===== src/hw/rtl/bskl_pkg.sv =====
// Package: shared types and fixed widths of the bucketed key lookup block.
`timescale 1ns / 1ps
`default_nettype none

package bskl_pkg;

    // Fixed field widths
    localparam int OPCODE_W        = 2;
    localparam int BUCKET_W        = 10;
    localparam int SLOT_W          = 7;
    localparam int KEY_W           = 64;
    localparam int FSLOT_W         = 6;
    localparam int SEEK_W          = 32;
    localparam int PREFIX_W        = 3;
    localparam int BYTE_BITS       = 8;
    localparam int PREFIX_MAX      = 4;
    localparam int PREFIX_BITS_MAX = PREFIX_MAX * BYTE_BITS;

    // Item operation codes
    typedef enum logic [OPCODE_W-1:0] {
        OP_WRITE_KEY = 2'd0,
        OP_SET_COUNT = 2'd1,
        OP_LOOKUP    = 2'd2
    } op_t;

    // Sequencer states
    typedef enum logic [3:0] {
        ST_CLEAR,
        ST_IDLE,
        ST_EXEC,
        ST_SCALE,
        ST_BASE,
        ST_LOAD,
        ST_PROBE,
        ST_CMP,
        ST_FINISH
    } fsm_state_t;

endpackage

`default_nettype wire


===== src/hw/rtl/bskl_bucket_calc.sv =====
// Bucket index unit: key prefix times bucket count, scaled down by the prefix width.
`timescale 1ns / 1ps
`default_nettype none

module bskl_bucket_calc
    import bskl_pkg::*;
#(
    parameter int NUM_BUCKET = 2,
    parameter int KEY_BITS   = 64,
    parameter int IDX_W      = $clog2(NUM_BUCKET)
)(
    input  wire                clk,
    input  wire                en,
    input  wire [KEY_BITS-1:0] key,
    input  wire [PREFIX_W-1:0] pbytes,
    output logic [IDX_W-1:0]   bidx
);

    localparam int NB_W   = $clog2(NUM_BUCKET + 1);
    localparam int PROD_W = PREFIX_BITS_MAX + NB_W;

    logic [PREFIX_BITS_MAX-1:0] prefix;
    logic [PROD_W-1:0]          prod_reg;
    logic [PREFIX_W-1:0]        pb_reg;

    // Leading bytes of the key, pbytes is already limited to 1..4
    always_comb
    begin
        case (pbytes)
            3'd1:    prefix = PREFIX_BITS_MAX'(key[KEY_BITS-1 -: BYTE_BITS]);
            3'd2:    prefix = PREFIX_BITS_MAX'(key[KEY_BITS-1 -: 2*BYTE_BITS]);
            3'd3:    prefix = PREFIX_BITS_MAX'(key[KEY_BITS-1 -: 3*BYTE_BITS]);
            default: prefix = PREFIX_BITS_MAX'(key[KEY_BITS-1 -: 4*BYTE_BITS]);
        endcase
    end

    // Multiply stage
    always_ff @(posedge clk)
    begin
        if (en)
        begin
            prod_reg <= PROD_W'(prefix) * PROD_W'(NUM_BUCKET);
            pb_reg   <= pbytes;
        end
    end

    // Scale back by 8 bits per prefix byte; result is always below NUM_BUCKET
    always_comb
    begin
        case (pb_reg)
            3'd1:    bidx = prod_reg[BYTE_BITS +: IDX_W];
            3'd2:    bidx = prod_reg[2*BYTE_BITS +: IDX_W];
            3'd3:    bidx = prod_reg[3*BYTE_BITS +: IDX_W];
            default: bidx = prod_reg[4*BYTE_BITS +: IDX_W];
        endcase
    end

endmodule

`default_nettype wire


===== config.mk =====
export PLATFORM = sky130hd
export DESIGN_NAME = bskl_bucket_calc
export DESIGN_NICKNAME = d
export VERILOG_FILES = /design/src/hw/rtl/bskl_pkg.sv /design/src/hw/rtl/bskl_bucket_calc.sv
export SDC_FILE = /design/constraint.sdc
export NUM_CORES = 1
export LEC_CHECK = 0
export BUFFER_PORTS_ARGS = -buffer_cell sky130_fd_sc_hd__buf_2
export CELL_PAD_IN_SITES_DETAIL_PLACEMENT = 0
export CELL_PAD_IN_SITES_GLOBAL_PLACEMENT = 1
export CORE_ASPECT_RATIO = 1.5
export CORE_UTILIZATION = 13
export DETAILED_ROUTE_END_ITERATION = 16
export PLACE_DENSITY_LB_ADDON = 0.1
export REMOVE_ABC_BUFFERS = 1
export SKIP_CTS_REPAIR_TIMING = 1
export SLEW_MARGIN = 20
export SYNTH_ARGS = -nofsm -noshare
export SYNTH_HDL_FRONTEND = slang
export SYNTH_SLANG_ARGS = --single-unit

===== constraint.sdc =====
create_clock -name clk -period 0.94 [get_ports clk]
set_input_delay 0.188 -clock clk [delete_from_list [all_inputs] [get_ports clk]]
set_output_delay 0.188 -clock clk [all_outputs]
set_load 0.01 [all_outputs]

=== Yosys cells after proc, flatten, opt, wreduce, memory -nomap -nowiden ===
Cells that the tools add are included.

* Shifts and indexed selects: 0
* Reduce and logical (&&, ||, !) cells: 0
* Magnitude comparators: 0
* $add $sub $neg: 0
* Equal/unequal tests: 6
* Multiply operators: 0
* Divide/modulo/power cells: 0
* Mux-type cells: 2
* Bitwise operators: 0

{| class="wikitable"
|+ Operators with widths
! operator !! count
|-
| one-hot mux 32 bit (3 select lines) || 1
|-
| == test 3 x 2 -> 1 bit (second input constant) || 4
|-
| == test 3 x 1 -> 1 bit (second input constant) || 2
|-
| one-hot mux 1 bit (3 select lines) || 1
|}

* Bits in read-only memories: 0
* Bits in registers: 35
* Memories: 0
* Bits in latches: 0
* Word-level logic and storage cells: 10
* Bits in writable memories: 0
* Bits of input ports: 69
* Output and inout bits: 1

=== Logic depth before layout (Yosys ltp) ===
Gate-level depths: netlist (run 1).

* Depth after elaboration: 2
* Mapped depth: 3
* Mapped depth without buffers: 3

=== Worst setup path before layout (run 1) ===
Ideal clock, no wire load.

* Kind: flip-flop to output port
* Start point: reg pb_reg[0]
* End point: out bidx
* Cell stages (with the launch flop): 4
* Path buffers: 0
* Arrival: 0.808 ns
* Required time: 0.752 ns
* Slack: -0.056 ns
* Path through: edfxtp_1 > mux2i_1 > nand3_1 > o221a_1

* Longest elaborated chain between the ends: 2
* Elaborated cells between the ends (all ways): 4
* Classes of those cells: 3 x eq/ne; 1 x mux

{| class="wikitable"
|+ RTL lines
! element !! RTL line !! source
|-
| start: declaration || bskl_bucket_calc.sv:24 || <nowiki>logic [PREFIX_W-1:0] pb_reg;</nowiki>
|-
| start signal: assignment || bskl_bucket_calc.sv:43 || <nowiki>pb_reg <= pbytes;</nowiki>
|-
| == test 3 x 2 -> 1 bit / == test 3 x 1 -> 1 bit (equally long branches) || bskl_bucket_calc.sv:50 || <nowiki>case (pb_reg)</nowiki>
|-
| one-hot mux 1 bit (3 select lines) * || bskl_bucket_calc.sv:50 ||
|-
| end: declaration || bskl_bucket_calc.sv:16 || <nowiki>output logic [IDX_W-1:0] bidx</nowiki>
|}

Every way passes the cells marked *; elsewhere a longest branch is shown, timed or not.

=== Worst setup path after layout (run 1) ===
Ends and elaborated chain as after synthesis.

==> results of run 1 <==
==> metal layers <==
| metal | up-vias | part of all wire | global-route usage | routed length [µm] |
|---|---|---|---|---|
| li1 | 149 | - | - | - |
| met1 | 136 | 0.31 | 0.0433 | 229 |
| met2 | 10 | 0.63 | 0.109 | 471 |
| met3 | 2 | 0.036 | 0.0244 | 27 |
| met4 | 0 | 0.024 | 0.102 | 18 |
| met5 | - | 0 | 0 | 0 |
==> cell type report <==
| class | count | area share |
|---|---|---|
| inverters | 1 | 0.00680 |
| clock buffers | 4 | 0.0816 |
| well taps | 37 | 0.0839 |
| flip-flops and latches | 7 | 0.381 |
| repair buffers | 16 | 0.177 |
| multi-input cells | 20 | 0.270 |
==> cell usage in the layout (no fill, tap or decap) <==
cell                       instances
sky130_fd_sc_hd__nor2_1            2
sky130_fd_sc_hd__inv_2             1
sky130_fd_sc_hd__nand3_1           1
sky130_fd_sc_hd__mux2_4            1
sky130_fd_sc_hd__a32oi_1           1
sky130_fd_sc_hd__clkbuf_1          1
sky130_fd_sc_hd__and2b_1           1
sky130_fd_sc_hd__o221a_1           1
sky130_fd_sc_hd__buf_4             7
sky130_fd_sc_hd__o21ai_1           2
sky130_fd_sc_hd__nor2b_1           2
sky130_fd_sc_hd__o21bai_1          1
sky130_fd_sc_hd__clkbuf_8          3
sky130_fd_sc_hd__and2b_2           1
sky130_fd_sc_hd__edfxtp_1          7
sky130_fd_sc_hd__a22oi_2           1
sky130_fd_sc_hd__and2_1            1
sky130_fd_sc_hd__mux2i_1           1
sky130_fd_sc_hd__buf_2             9
sky130_fd_sc_hd__a32o_2            1
sky130_fd_sc_hd__a21oi_1           3
==> critical path: stages (launching register included) <==
cell and delay [ns]:
sky130_fd_sc_hd__edfxtp_1 0.42, sky130_fd_sc_hd__nor2_1 0.11, sky130_fd_sc_hd__a21oi_1 0.05, sky130_fd_sc_hd__o221a_1 0.21, sky130_fd_sc_hd__buf_2 0.13
==> cells by family after synthesis <==
kind of cell / synth area share
AOI/OAI and AO/OA: 0.210
and+or+nand+nor: 0.131
DFF: 0.579
muxes: 0.0690
buffers and inverters: 0.0103
==> path summary, 6_finish.rpt <==
check	from	endpoint	slack [ns]	cells past startpoint
setup / recovery	pb_reg[0]	bidx	-0.39	4
hold / removal	en	prod_reg[16]	0.28	1
==> stage by stage <==
stage | setup WS [ns] | instances
final | -0.392 | 85
after CTS | -0.424 | 85
after detailed placement | -0.185 | 81
after global routing | -0.439 | 85
after floorplan | -0.0559 | 28
after global placement | -0.193 | 81
==> power groups by stage <==
stage	Clock (W)	Sequential, W	Combinational, W
3_3_place_gp	0	0.000396	0.000131
6_report	0.000408	0.000390	0.000133
2_1_floorplan	0	0.000392	0.0000592
3_5_place_dp	0	0.000395	0.000134
5_1_grt	0.000438	0.000393	0.000145
4_1_cts	0.000418	0.000391	0.000134
==> parameters.txt, run 1 <==
Parameter                              Value

Floorplanning
  Initial Util    0.137
  Die height    66.7 µm
  Die width    45.1 µm
  Core Footprint    2650 µm²
  Top Ports    70
  Total number of placement rows    23
  Die Area    3010 µm²

Synthesis
  Total of warnings raised by yosys    0
  Post-synthesis area per instance    13.0 µm²
  Dominant cell type by area after synthesis    sky130_fd_sc_hd__edfxtp_1
  Cell types with the highest counts after synthesis    sky130_fd_sc_hd__edfxtp_1, sky130_fd_sc_hd__a21oi_1, sky130_fd_sc_hd__nor2_1, sky130_fd_sc_hd__nor2b_1, sky130_fd_sc_hd__o21ai_1
  Share of the synthesized area in the top cell type    0.579
  Post-Synthesis Cells    28
  Sequential area share after synthesis    0.579
  Post-synth ARST share    0
  Top cells by area in the synthesized netlist    sky130_fd_sc_hd__edfxtp_1, sky130_fd_sc_hd__a21oi_1, sky130_fd_sc_hd__mux2_4
  Most instantiated flip-flop cell in the synthesis netlist    sky130_fd_sc_hd__edfxtp_1
  Count of state elements after synthesis    7
  Post-synth cell types    17
  Synthesized area    363 µm²
  Most common cell in the netlist    sky130_fd_sc_hd__edfxtp_1
  Number of flops mapped to enable cells by yosys    7

Critical path
  Type of element launching the critical path    flip-flop
  Critical path start-end classification    reg2out
  Endpoint class of the critical path    output port
  Arrival time of the worst setup path    1.14 ns
  Peak fanout along the critical path    3
  Data required time of the worst path    0.75 ns

Place
  DP Wirelength    659 µm
  Gp weighted congestion    0.671
  Instance area at placement    507 µm²
  Quantity of I/O buffers inserted on ports    9

Power
  Overall power after layout    0.000930 W
  Net switching power of the design    0.000185 W
  Sequential share of power    0.419
  Max IR drop VDD    451 µV
  Static Leak    0.223 nW
  Pwr/cell area    1690 nW/µm²
  Internal Pwr Total    0.000745 W
  Clock network fraction of total power    0.438
  Switching Fraction    0.199
  Combinational fraction of design power    0.143

STA
  Setup TNS    -0.392 ns
  Setup violation total in the final timing report    1
  Post-route minimum period    1.33 ns
  RSZ-0062 raised after global routing    yes
  Worst hold slack    0.282 ns
  Final hold vios    0
  Number of slew-limit violations in the final report    0
  Slew at the pin closest to its max-slew limit    0.317 ns
  Worst slew margin relative to its limit    0.789
  Max Clk Rate    751 MHz
  Worst-case setup margin in the final layout    -0.392 ns
  Portion of the clock cycle consumed by the worst path in the final layout    1.42

Drt
  Detailed Routing Iterations Pass 1    2
  Routed Antenna Nets    0
  DRC errors left    0
  Via count of the routed design    297
  WL per Instance    8.79 µm
  Vias/cell    3.49
  Final Routed Wirelength    747 µm
  DRC marker count from the first detailed-route iteration    1

Global routing
  Wire length of the first global-routing pass    1210 µm
  Total gr overflow    0
  Tot GR Track Use    0.0667
  Pin count of the biggest net entering global routing    8
  Via count of the first global-routing pass    296
  Number of antenna violations at the first check in global routing    0

Clock network
  CTS H-tree depth    1
  TritonCTS clock tree    built
  Clock tree root driver cell    sky130_fd_sc_hd__clkbuf_8
  Number of CTS-inserted buffers    3
  Reg clk slew, reported paths    0.04 ns
  Worst-case clock buffer depth    2
  Total clock sinks    7

Worst hold path
  Type of the worst min-delay path    in2reg

Final layout
  Number of nets in the finished design    118
  Utilization after layout    0.208
  Number of inserted filler cells in the final layout    321
  Final Instance Area    552 µm²
  Antenna diode count    0
  Sequential cell area    210 µm²
  Max reg flops    4
  Area occupied by multi-input gates    149 µm²
  Ratio of cells with drive above 1 in the final layout    0.500
  Synth-to-layout area growth    52.1%

Outcome
  Violations in the final reports    setup timing
  Result of the run    complete, but fails checks

Job
  Max-cap viol count    0
No activity file was read; power rests on OpenSTA's default activity.
==> run 2, diff against run 1 <==
--- a/config.mk
+++ b/config.mk
@@ -9,9 +9,11 @@
 export CELL_PAD_IN_SITES_DETAIL_PLACEMENT = 0
 export CELL_PAD_IN_SITES_GLOBAL_PLACEMENT = 1
 export CORE_ASPECT_RATIO = 1.5
+export CORE_MARGIN = 4
 export CORE_UTILIZATION = 13
 export DETAILED_ROUTE_END_ITERATION = 16
 export PLACE_DENSITY_LB_ADDON = 0.1
+export RECOVER_POWER = 100
 export REMOVE_ABC_BUFFERS = 1
 export SKIP_CTS_REPAIR_TIMING = 1
 export SLEW_MARGIN = 20
==> run 2 against run 1 <==
Net effect:
- the flow still finishes with violations (setup timing)
- total power shrank 1.1%
- via count up 1.3%
- global-route usage is 1.5 points lower
- design area fell by 2.0%
- non-clock buffer count is the same
==> parameters.txt, run 2 (synthesis results as in run 1) <==
Parameter                              Value

Outcome
  Result of the run    complete, but fails checks
  Violations in the final reports    setup timing

Critical path
  Peak fanout along the critical path    2
  Arrival time of the worst setup path    1.15 ns
  Type of element launching the critical path    flip-flop
  Data required time of the worst path    0.75 ns
  Critical path start-end classification    reg2out
  Critical Path Source    pb_reg[2]
  Endpoint class of the critical path    output port

Drt
  Routed Antenna Nets    0
  DRC errors left    0
  Final Routed Wirelength    783 µm
  Vias/cell    3.54
  WL per Instance    9.21 µm
  DRC marker count from the first detailed-route iteration    7
  Via count of the routed design    301
  Detailed Routing Iterations Pass 1    2

Final layout
  Antenna diode count    0
  Number of nets in the finished design    118
  Number of inserted filler cells in the final layout    298
  Max reg flops    4
  Synth-to-layout area growth    49.0%
  Commonest non-fill, non-tap cell in the layout    sky130_fd_sc_hd__edfxtp_1
  Most used cells in the layout excluding fill and tap cells    sky130_fd_sc_hd__edfxtp_1, sky130_fd_sc_hd__clkbuf_1, sky130_fd_sc_hd__buf_2
  Ratio of cells with drive above 1 in the final layout    0.375

Job
  Max-cap viol count    0

Clock network
  Number of CTS-inserted buffers    3
  Reg clk slew, reported paths    0.04 ns
  Worst-case clock buffer depth    2
  Total clock sinks    7
  TritonCTS clock tree    built
  CTS H-tree depth    1
  Clock tree root driver cell    sky130_fd_sc_hd__clkbuf_8

STA
  Final hold vios    0
  Setup violation total in the final timing report    1
  Worst slew margin relative to its limit    0.769
  Number of slew-limit violations in the final report    0
  RSZ-0062 raised after global routing    yes
  Setup TNS    -0.394 ns
  Worst-case setup margin in the final layout    -0.394 ns
  Slew at the pin closest to its max-slew limit    0.347 ns
  Portion of the clock cycle consumed by the worst path in the final layout    1.42
  Post-route minimum period    1.33 ns
  Max Clk Rate    750 MHz

Power
  Max IR drop VDD    423 µV
  Static Leak    0.208 nW
  Pwr/cell area    1700 nW/µm²

Global routing
  Via count of the first global-routing pass    348
  Number of antenna violations at the first check in global routing    0
  Total gr overflow    0
  Pin count of the biggest net entering global routing    8
  Wire length of the first global-routing pass    1300 µm
  Tot GR Track Use    0.0518

Place
  Quantity of I/O buffers inserted on ports    9
  Gp weighted congestion    0.689
  Post-Place Setup Slack    -0.179 ns
  DP Wirelength    711 µm

Floorplanning
  Core Footprint    2680 µm²
  Die Area    3720 µm²
  Total number of placement rows    23
  Top Ports    70
  Die height    72.7 µm
  Die width    51.1 µm
  Initial Util    0.136

Worst hold path
  Type of the worst min-delay path    in2reg
  Launch instance of the worst min-delay path    key[55]
run 2: changes by cell type in the layout (fill, tap and decap cells not counted), sizes merged:
| cell | previous run | this run |
|---|---|---|
| clkbuf | 4 | 9 |
| buf | 16 | 11 |
run 2: area by class of cell:
type                       count  area, µm²  area share
tap                           37       46.3      0.0856
inverter                       1       3.75     0.00694
timing repair buffer          16       86.3       0.160
clock buffer                   4       45.0      0.0833
sequential                     7        210       0.389
multi-input combinational     20        149       0.275
run 2: metal layers:
| layer | track usage | vias up | wire length (µm) |
|---|---|---|---|
| met5 | 0 | - | 0 |
| met4 | 0.0539 | 0 | 10 |
| met3 | 0.0204 | 2 | 55 |
| met2 | 0.0976 | 9 | 481 |
| met1 | 0.0343 | 141 | 236 |
| li1 | - | 149 | - |
run 2: path summary, 6_finish.rpt:
check / cells after the start / endpoint
setup / recovery: 4 / bidx
hold / removal: 2 / prod_reg[24]
run 2: worst max-delay path, cell delays in order (launching register included):
cell                       delay (ns)
sky130_fd_sc_hd__edfxtp_1        0.37
sky130_fd_sc_hd__nor2_1          0.12
sky130_fd_sc_hd__a21oi_1         0.08
sky130_fd_sc_hd__o221a_1         0.21
sky130_fd_sc_hd__buf_2           0.14
run 2: stage by stage:
| stage | cell area (µm²) | instances | hold WS [ns] | total power, W | util |
|---|---|---|---|---|---|
| after detailed placement | 507 | 81 | 0.518 | 0.000530 | 0.189 |
| after floorplan | 363 | 28 | 0.287 | 0.000451 | - |
| after global routing | 541 | 85 | 0.303 | 0.000980 | 0.202 |
| after CTS | 552 | 85 | 0.287 | 0.000943 | 0.206 |
| after global placement | 507 | 81 | 0.519 | 0.000528 | 0.189 |
| final | 541 | 85 | 0.307 | 0.000920 | 0.202 |
run 2: where the power goes:
part / leakage (nW) / switching, W / internal [W]
Clock: 0.0228 / 0.000112 / 0.000292
Combinational: 0.117 / 0.0000568 / 0.0000682
Sequential: 0.0682 / 0.0000122 / 0.000379
Total: 0.208 / 0.000181 / 0.000739
